**config.mk**
```make
export PLATFORM = sky130hd
export DESIGN_NAME = ibus_deframer_switch_detect_top
export DESIGN_NICKNAME = d
export VERILOG_FILES = /design/src/rtl/ibdsw_pkg.sv /design/src/rtl/ibus_deframer_switch_detect_top.sv
export SDC_FILE = /design/constraint.sdc
export NUM_CORES = 1
export LEC_CHECK = 0
export BUFFER_PORTS_ARGS = -buffer_cell sky130_fd_sc_hd__buf_2
export CORE_MARGIN = 2
export CORE_UTILIZATION = 30
export CTS_CLUSTER_DIAMETER = 200
export DETAILED_ROUTE_END_ITERATION = 6
export PLACE_DENSITY = 0.55
export SLEW_MARGIN = 30
export SYNTH_ARGS = -nofsm -noshare
export SYNTH_HDL_FRONTEND = slang
export SYNTH_SLANG_ARGS = --single-unit
```
**constraint.sdc**
```tcl
create_clock -name clk -period 8.5 [get_ports clk]
set_input_delay 0.425 -clock clk [delete_from_list [all_inputs] [get_ports clk]]
set_output_delay 0.425 -clock clk [all_outputs]
set_load 0.01 [all_outputs]
```
**src/rtl/ibdsw_pkg.sv**
```systemverilog
// Shared constants and types for the serial frame receiver with switch detection.
package ibdsw_pkg;

  // Header pair that opens every frame.
  localparam logic [7:0] HDR_FIRST  = 8'h20;
  localparam logic [7:0] HDR_SECOND = 8'h40;

  // Value reported when the watched channel setting is out of range.
  localparam logic [15:0] INVALID_VALUE = 16'd1500;

  // Number of channels carried in a frame.
  localparam int CHANNEL_COUNT = 14;

  // Default frame length in bytes, header included.
  localparam int FRAME_BYTES_DEF = 32;

  // Field widths.
  localparam int BYTE_W  = 8;
  localparam int CH_W    = 4;
  localparam int VAL_W   = 16;
  localparam int ACT_W   = 2;
  localparam int CADDR_W = 2;
  localparam int CDATA_W = 16;
  localparam int OUT_TDATA_W = 24;

  // Register reset values.
  localparam logic [CH_W-1:0]  WATCHED_RST = 4'd5;
  localparam logic [VAL_W-1:0] UP_RST      = 16'd1000;
  localparam logic [VAL_W-1:0] DOWN_RST    = 16'd2000;

  // Configuration register indexes.
  typedef enum logic [CADDR_W-1:0] {
    CFG_WATCHED = 2'd0,
    CFG_UP      = 2'd1,
    CFG_DOWN    = 2'd2
  } cfg_idx_t;

  // Switch action codes.
  typedef enum logic [ACT_W-1:0] {
    ACT_NONE = 2'd0,
    ACT_UP   = 2'd1,
    ACT_DOWN = 2'd2
  } action_t;

  // One result word.
  typedef struct packed {
    action_t          action;
    logic             changed;
    logic [VAL_W-1:0] channel_value;
  } result_t;

endpackage

```
**src/rtl/ibus_deframer_switch_detect_top.sv**
```systemverilog
// Top level of the serial frame receiver: header hunt, channel capture and switch detection.
//
//   Channel   Ports                       Word contents (lowest bit up)
//   input     in_tvalid/tready/tdata      rx_byte[7:0]
//   result    out_tvalid/tready/tdata     channel_value[15:0], changed[16], action[18:17]
//   config    cfg_wr_en/addr/wdata        index 0 watched channel, 1 up value, 2 down value
//
// One byte is accepted per cycle while in_tready is high. Each byte updates the frame state
// in the same cycle, and the last byte of a clean frame writes its result into a two-word
// output buffer, whose main register drives out_tvalid and out_tdata.
// The reset is synchronous and active low; it restores the register defaults and restarts
// the header hunt. When the sink stalls, one result waits in the output register and a
// second one in the skid register; in_tready drops only while the skid register is full.
module ibus_deframer_switch_detect_top
  import ibdsw_pkg::*;
#(
  parameter int FRAME_BYTES = FRAME_BYTES_DEF
) (
  input  logic                   clk,
  input  logic                   rst_n,
  // Input stream.
  input  logic                   in_tvalid,
  output logic                   in_tready,
  input  logic [BYTE_W-1:0]      in_tdata,   // rx_byte[7:0]
  // Result stream.
  output logic                   out_tvalid,
  input  logic                   out_tready,
  output logic [OUT_TDATA_W-1:0] out_tdata,  // channel_value[15:0], changed[16],
                                             // action[18:17], zeros[23:19]
  // Configuration write port.
  input  logic                   cfg_wr_en,
  input  logic [CADDR_W-1:0]     cfg_addr,
  input  logic [CDATA_W-1:0]     cfg_wdata
);

  localparam int POS_W = $clog2(FRAME_BYTES);
  localparam int CMP_W = 7;

  // Configuration registers.
  logic [CH_W-1:0]  watched_r;
  logic [VAL_W-1:0] up_r;
  logic [VAL_W-1:0] down_r;

  // Frame state.
  logic              hunt_r, hunt_nxt;
  logic [POS_W-1:0]  pos_r, pos_nxt;
  logic [BYTE_W-1:0] prev_r;
  logic              emb_r, emb_nxt;
  logic [VAL_W-1:0]  cap_r, cap_nxt;
  logic [VAL_W-1:0]  last_r, last_nxt;

  // Output buffer: main register and skid register.
  logic    main_vld_r, skid_vld_r;
  result_t main_r, skid_r;

  logic       in_fire, out_fire;
  logic       res_push;
  result_t    res;
  logic       ch_ok;
  logic [CMP_W-1:0] pos_ext, lo_pos;
  logic [VAL_W-1:0] val;

  assign in_tready = !skid_vld_r;
  assign in_fire   = in_tvalid && in_tready;
  assign out_tvalid = main_vld_r;
  assign out_fire  = main_vld_r && out_tready;
  assign out_tdata = OUT_TDATA_W'(main_r);

  // Channel c occupies frame bytes 2c (low) and 2c+1 (high).
  assign ch_ok   = (watched_r != '0) && (int'(watched_r) <= CHANNEL_COUNT);
  assign pos_ext = CMP_W'(pos_r);
  assign lo_pos  = CMP_W'({watched_r, 1'b0});

  always_comb begin
    hunt_nxt = hunt_r;
    pos_nxt  = pos_r;
    emb_nxt  = emb_r;
    cap_nxt  = cap_r;
    last_nxt = last_r;
    res_push = 1'b0;
    val      = cap_r;
    res      = '{action: ACT_NONE, changed: 1'b0, channel_value: cap_r};
    if (hunt_r) begin
      if (pos_r == POS_W'(1) && in_tdata == HDR_SECOND) begin
        pos_nxt  = POS_W'(2);
        hunt_nxt = 1'b0;
        emb_nxt  = 1'b0;
        cap_nxt  = '0;
      end else if (in_tdata == HDR_FIRST) begin
        pos_nxt = POS_W'(1);
      end else begin
        pos_nxt = '0;
      end
    end else begin
      // A header pair starting at byte 2 or later spoils the frame.
      if (pos_r >= POS_W'(3) && prev_r == HDR_FIRST && in_tdata == HDR_SECOND) begin
        emb_nxt = 1'b1;
      end
      if (ch_ok) begin
        if (pos_ext == lo_pos) begin
          cap_nxt[7:0] = in_tdata;
        end else if (pos_ext == lo_pos + CMP_W'(1)) begin
          cap_nxt[15:8] = in_tdata;
        end
      end
      if (pos_r == POS_W'(FRAME_BYTES - 1)) begin
        hunt_nxt = 1'b1;
        pos_nxt  = '0;
        val      = ch_ok ? cap_nxt : INVALID_VALUE;
        res.channel_value = val;
        if (!emb_nxt) begin
          res_push = 1'b1;
          if (last_r != '0 && val != last_r) begin
            res.changed = 1'b1;
            if (val == up_r) begin
              res.action = ACT_UP;
            end else if (val == down_r) begin
              res.action = ACT_DOWN;
            end
          end
          last_nxt = val;
        end
        emb_nxt = 1'b0;
      end else begin
        pos_nxt = pos_r + POS_W'(1);
      end
    end
  end

  // Configuration writes.
  always_ff @(posedge clk) begin
    if (!rst_n) begin
      watched_r <= WATCHED_RST;
      up_r      <= UP_RST;
      down_r    <= DOWN_RST;
    end else if (cfg_wr_en) begin
      unique case (cfg_addr)
        CFG_WATCHED: watched_r <= cfg_wdata[CH_W-1:0];
        CFG_UP:      up_r      <= cfg_wdata;
        CFG_DOWN:    down_r    <= cfg_wdata;
        default:     ;
      endcase
    end
  end

  // Frame state advances on every accepted byte.
  always_ff @(posedge clk) begin
    if (!rst_n) begin
      hunt_r <= 1'b1;
      pos_r  <= '0;
      prev_r <= '0;
      emb_r  <= 1'b0;
      cap_r  <= '0;
      last_r <= '0;
    end else if (in_fire) begin
      hunt_r <= hunt_nxt;
      pos_r  <= pos_nxt;
      prev_r <= in_tdata;
      emb_r  <= emb_nxt;
      cap_r  <= cap_nxt;
      last_r <= last_nxt;
    end
  end

  // Two-word output buffer.
  logic push;
  assign push = in_fire && res_push;

  always_ff @(posedge clk) begin
    if (!rst_n) begin
      main_vld_r <= 1'b0;
      skid_vld_r <= 1'b0;
    end else begin
      if (skid_vld_r) begin
        if (out_fire) begin
          skid_vld_r <= 1'b0;
        end
      end else if (push && main_vld_r && !out_fire) begin
        skid_vld_r <= 1'b1;
      end
      if (!main_vld_r) begin
        main_vld_r <= push;
      end else if (out_fire) begin
        main_vld_r <= skid_vld_r || push;
      end
    end
  end

  always_ff @(posedge clk) begin
    if (skid_vld_r) begin
      if (out_fire) begin
        main_r <= skid_r;
      end
    end else if (push) begin
      if (!main_vld_r || out_fire) begin
        main_r <= res;
      end else begin
        skid_r <= res;
      end
    end
  end

  // The skid register only holds a word behind a waiting main word.
  a_skid_behind_main: assert property (@(posedge clk) disable iff (!rst_n)
    skid_vld_r |-> main_vld_r)
    else $error("skid word without main word");

  // A result only comes from a byte inside a frame.
  a_push_in_frame: assert property (@(posedge clk) disable iff (!rst_n)
    push |-> !hunt_r)
    else $error("result pushed while hunting for a header");

  // After a result the receiver hunts again.
  a_hunt_after_result: assert property (@(posedge clk) disable iff (!rst_n)
    push |=> hunt_r && pos_r == '0)
    else $error("hunt not restarted after a result");

  // An action is only reported together with a change.
  a_action_needs_change: assert property (@(posedge clk) disable iff (!rst_n)
    (out_tvalid && main_r.action != ACT_NONE) |-> main_r.changed)
    else $error("action reported without change");

  // The byte position stays inside the frame.
  a_pos_in_range: assert property (@(posedge clk) disable iff (!rst_n)
    int'(pos_r) < FRAME_BYTES)
    else $error("byte position beyond frame end");

endmodule
```
After elaboration in Yosys (flattened, before gate mapping)
Index checks and enable logic that the tools add are counted.

$add $sub $neg: 2. $lt $le $gt $ge: 2. Eq/ne operators: 14. Multiplexer cells: 38. Bitwise logic cells: 4. Reduce and logical (&&, ||, !) cells: 27.

Operators by type and width (count): $mux 19 (6); $mux 16 (5); $eq 16x16->1 (2); $mux 8 (3); $mux 1 (17); $eq 8x6->1 const B (2); $ne 16x16->1 (1); $reduce_bool 16->1 (1); $logic_and 1x1->1 (10); $mux 5 (2); $eq 8x7->1 const B (1); $reduce_and 2->1 (4); $add 5x1->6 const B (1); $eq 5x6->1 (1); $mux 2 (3); $mux 3 (2); $reduce_and 3->1 (2); $add 5x1->5 const B (1); $eq 5x1->1 const B (1); $eq 5x5->1 (1); $eq 5x5->1 const B (1); $ge 5x2->1 const B (1); $le 4x4->1 const B (1); $ne 2x1->1 const B (2); 9 further kinds (16).

Register bits: 123. Input bits: 31. Output and inout bits: 26. Logic and storage cells: 104.

Logic depth before layout (Yosys ltp)
Word-level depth: 17. Depth in mapped cells: 11. Mapped depth without buffers: 8.

Worst setup path before layout
No wires, ideal clock.

Path type: register to register. Start point: reg pos_r[0]. End point: reg main_r (netlist bit out_tdata[0]), enable pin. Library setup time: 401 ps. Arrival: 2862 ps. Required time: 8099 ps. Path slack: 5237 ps. Cell stages (with the launch flop): 10. Buffers on the path: 1. Cell sequence: dfxtp_1 -> ha_1 -> and3_1 -> ha_1 -> nor2b_1 -> nand2_1 -> nor2_1 -> clkbuf_1 -> a21oi_1 -> a21oi_1.

Cells in the longest elaborated chain, start to end: 11.

Ends and longest elaborated chain: from (decl) (line ibus_deframer_switch_detect_top.sv:46) `logic [POS_W-1:0] pos_r, pos_nxt;`; from (signal assigned) (line ibus_deframer_switch_detect_top.sv:157) `pos_r <= pos_nxt;`; $ge 5x2->1 (line ibus_deframer_switch_detect_top.sv:96) `if (pos_r >= POS_W'(3) && prev_r == HDR_FIRST && in_tdata == HDR_SECOND) begin`; $logic_and 1x1->1 (2 in a row) (line ibus_deframer_switch_detect_top.sv:96); $mux 1 (line ibus_deframer_switch_detect_top.sv:96); $mux 1 (line ibus_deframer_switch_detect_top.sv:83) `if (hunt_r) begin`; $mux 1 (line ibus_deframer_switch_detect_top.sv:111) `if (!emb_nxt) begin`; $mux 1 (*) (line ibus_deframer_switch_detect_top.sv:106) `if (pos_r == POS_W'(FRAME_BYTES - 1)) begin`; $mux 1 (*) (line ibus_deframer_switch_detect_top.sv:83); $logic_and 1x1->1 (*) (line ibus_deframer_switch_detect_top.sv:167) `assign push = in_fire && res_push;`; $reduce_bool 2->1 (no source line) (*); $reduce_and 3->1 (no source line) (*); to (signal assigned) (line ibus_deframer_switch_detect_top.sv:192) `main_r <= skid_r;`; to (signal assigned) (line ibus_deframer_switch_detect_top.sv:196) `main_r <= res;`; to (decl) (line ibus_deframer_switch_detect_top.sv:54) `result_t main_r, skid_r;`.

Every way passes the cells marked *; elsewhere a longest branch is shown, timed or not. The select of a mux whose other input is x is not followed. A chain may end at the register's enable or synchronous reset.

Final worst setup path
Start point: reg pos_r[0]. End point: reg skid_r[2] (netlist bit), enable pin.

Cells in the longest elaborated chain, start to end: 10.

Ends and longest elaborated chain: $ge 5x2->1 (line ibus_deframer_switch_detect_top.sv:96); $logic_and 1x1->1 (2 in a row) (line ibus_deframer_switch_detect_top.sv:96); $mux 1 (line ibus_deframer_switch_detect_top.sv:96); $mux 1 (line ibus_deframer_switch_detect_top.sv:83); $mux 1 (line ibus_deframer_switch_detect_top.sv:111); $mux 1 (*) (line ibus_deframer_switch_detect_top.sv:106); $mux 1 (*) (line ibus_deframer_switch_detect_top.sv:83); $logic_and 1x1->1 (*) (line ibus_deframer_switch_detect_top.sv:167); $reduce_and 3->1 (no source line) (*); to (signal assigned) (line ibus_deframer_switch_detect_top.sv:198) `skid_r <= res;`; to (decl) (line ibus_deframer_switch_detect_top.sv:54).

Marked as above.

==> reports/metrics.csv <==
metric,value,unit
yosys-top-cells-count,"nand2_1 (137), dfxtp_1 (85), a21oi_1 (48)",
ys.warnings.count,0,
firstDrtPassIters,7,
cp.arrival,3.62,ns
regArea,2840,um2
via_count,5493,
io_buffers,51,
rsz0062_at_grt,no,
drv_cap,0,
antenna_cells,0,
fin_worst_skew,0.00979,ns
ctsHoldBuffers,0,
grt_util_all_layers,0.172,
clkTransAtPathRegs,0.06,ns
fin_crit_sh,0.420,
cts_tree,built,
p_leak,0.00266,uW
synth.distinct_cells,76,
fin_area,7340,um2
die_h,149,um
fp.coreArea,20900,um2
startpoint_type,flop,
synth.most_common_cell,nand2_1,
grt_busiest_layer,met2,
p_per_area,191,nW/um2
syn_area_per_cell,8.86,um2
fmaxAchievable,0.280,GHz
relSlewSlack,0.399,
routed_wirelength,18700,um
cts_buffers,17,
fillers,2130,
start_util,0.303,
io_pins,57,
synth_cells,714,
gp_congestion,0.902,
wl_per_cell,18.0,um
seq_area_frac_synth,0.449,
netlist_area,6330,um2
grt_antenna_before_repair,0,
tightest_slew,0.901,ns
hold_class,primary input to flop,
gr-usage-met1,0.241,
viasPerCell,5.30,
place_area,6750,um2
htreeDepth,4,
hold_violations,0,
cts_sinks,123,
critical_path_class,flop to flop,
drc,0,
synth_area_leaders,"dfxtp_1 (27%), edfxtp_1 (18%), nand2_1 (8.1%), a21oi_1 (3.8%), nand3_1 (2.6%)",
yosys_register_bits,123,
yosys.area.top_type_share,0.269,
setup_viol,0,
drt_iter0_drc,525,
async_reset_ff_frac,0,
ant_nets,0,
grtUsageMet3,0.0373,
drive_above_1_share,0.160,
drv_slew,0,
fin_tns_setup,0,ns
status,"complete, no violations",
synth_edf_count,38,
grt.overflow.total,0,
synth-main-ff-cell,dfxtp_1,
yosys.area.top_type,dfxtp_1,
die_area,22300,um2
cts_buffer_depth,2,
nNetsFinal,782,
cts.repair.resized,0,
chipWidth,149,um
cts-root-buf,clkbuf_16,
clk_latency,0.43,ns
path_max_fanout,20,
met2_usage,0.257,
required,8.55,ns
rows,53,
grt_max_degree,46,
post-dp-hpwl,13300,um
min_period,3.57,ns
multi_input_area,3240,um2
postCtsSetupBuffers,0,
grt_pass1_vias,5044,
grt_pass1_wl,29300,um
syn_to_final_growth,16.0,%
ir_worst_vdd,0.000139,V
end_kind,flop,
## cell usage in the layout (no fill, tap or decap), types with 16 or more instances in the layout
cell type / instances
a21oi_1: 47
clkbuf_16: 17
xor2_1: 17
edfxtp_1: 38
nor2_1: 41
a21boi_0: 16
a22oi_1: 16
nor3_1: 16
buf_2: 51
dfxtp_1: 85
nand2_1: 137
o21ai_0: 21
nand3_1: 33
## cell type report
cell class	count	share of cell area
Multi-Input combinational cell	535	0.442
Tap cell	275	0.0469
Inverter	17	0.00870
Clock inverter	12	0.0167
Timing Repair Buffer	54	0.0379
Sequential cell	123	0.387
Clock buffer	20	0.0609
## per-stage QoR
step	hold slack (ns)	total power, uW	util	worst slack (ns)	std cells
2_1_floorplan	0.432	680	-	5.24	718
3_3_place_gp	0.442	705	0.323	4.92	1004
3_5_place_dp	0.449	706	0.323	4.95	1004
4_1_cts	0.224	1410	0.350	4.95	1036
5_1_grt	0.241	1450	0.351	4.66	1036
6_report	0.230	1400	0.351	4.93	1036
## flip-flops by register name (all words and copies together), names as in the netlist, 4 cells and up
register,flops
last_r,16
down_r,16
watched_r,4
prev_r,8
out_tdata,19
skid_r,19
up_r,16
pos_r,5
cap_r,16
## where the power goes
| group | internal, uW | leakage [uW] | switching, uW | total, uW |
|---|---|---|---|---|
| registers | 611 | 0.00103 | 9.70 | 621 |
| clock network | 436 | 0.000276 | 270 | 706 |
| logic | 25.2 | 0.00136 | 48.8 | 74.0 |
## path summary, 6_finish.rpt
path | start | end | slack (ns) | depth (start not counted)
setup reg to reg | pos_r[0] | skid_r[2] | 4.93 | 8
hold reg to reg | prev_r[2] | prev_r[2] | 0.45 | 2
setup / recovery | pos_r[0] | skid_r[2] | 4.93 | 8
hold / removal | cfg_wdata[6] | up_r[6] | 0.23 | 3
## critical path, cell delays in order (launching register included)
cell and delay [ns]:
dfxtp_1 0.49, ha_1 0.27, and3_1 0.17, ha_1 0.24
nor2b_1 0.62, nand2_1 0.19, nor2_1 0.13, buf_4 0.28
and3_1 0.79
## metal layers
metal	vias up	routed length, um
li1	2657	-
met1	2580	8890
met2	213	8020
met3	43	1260
met4	0	506
met5	-	0
## cells by family (layout without fill, tap and decap cells)
| family | count (synthesis) | in the layout | synth area share |
|---|---|---|---|
| flip-flops | 123 | 123 | 0.449 |
| adder cells (fa/ha/maj) | 3 | 3 | 0.00593 |
| multiplexers | 20 | 20 | 0.0344 |
| buffers and inverters | 60 | 103 | 0.0459 |
| other | 1 | 5 | 0.000593 |
| AND/OR/NAND/NOR | 320 | 320 | 0.255 |
| AO/OA/AOI/OAI | 157 | 157 | 0.167 |
| XOR/XNOR | 30 | 30 | 0.0415 |
Power figures use the tool's default switching activity.
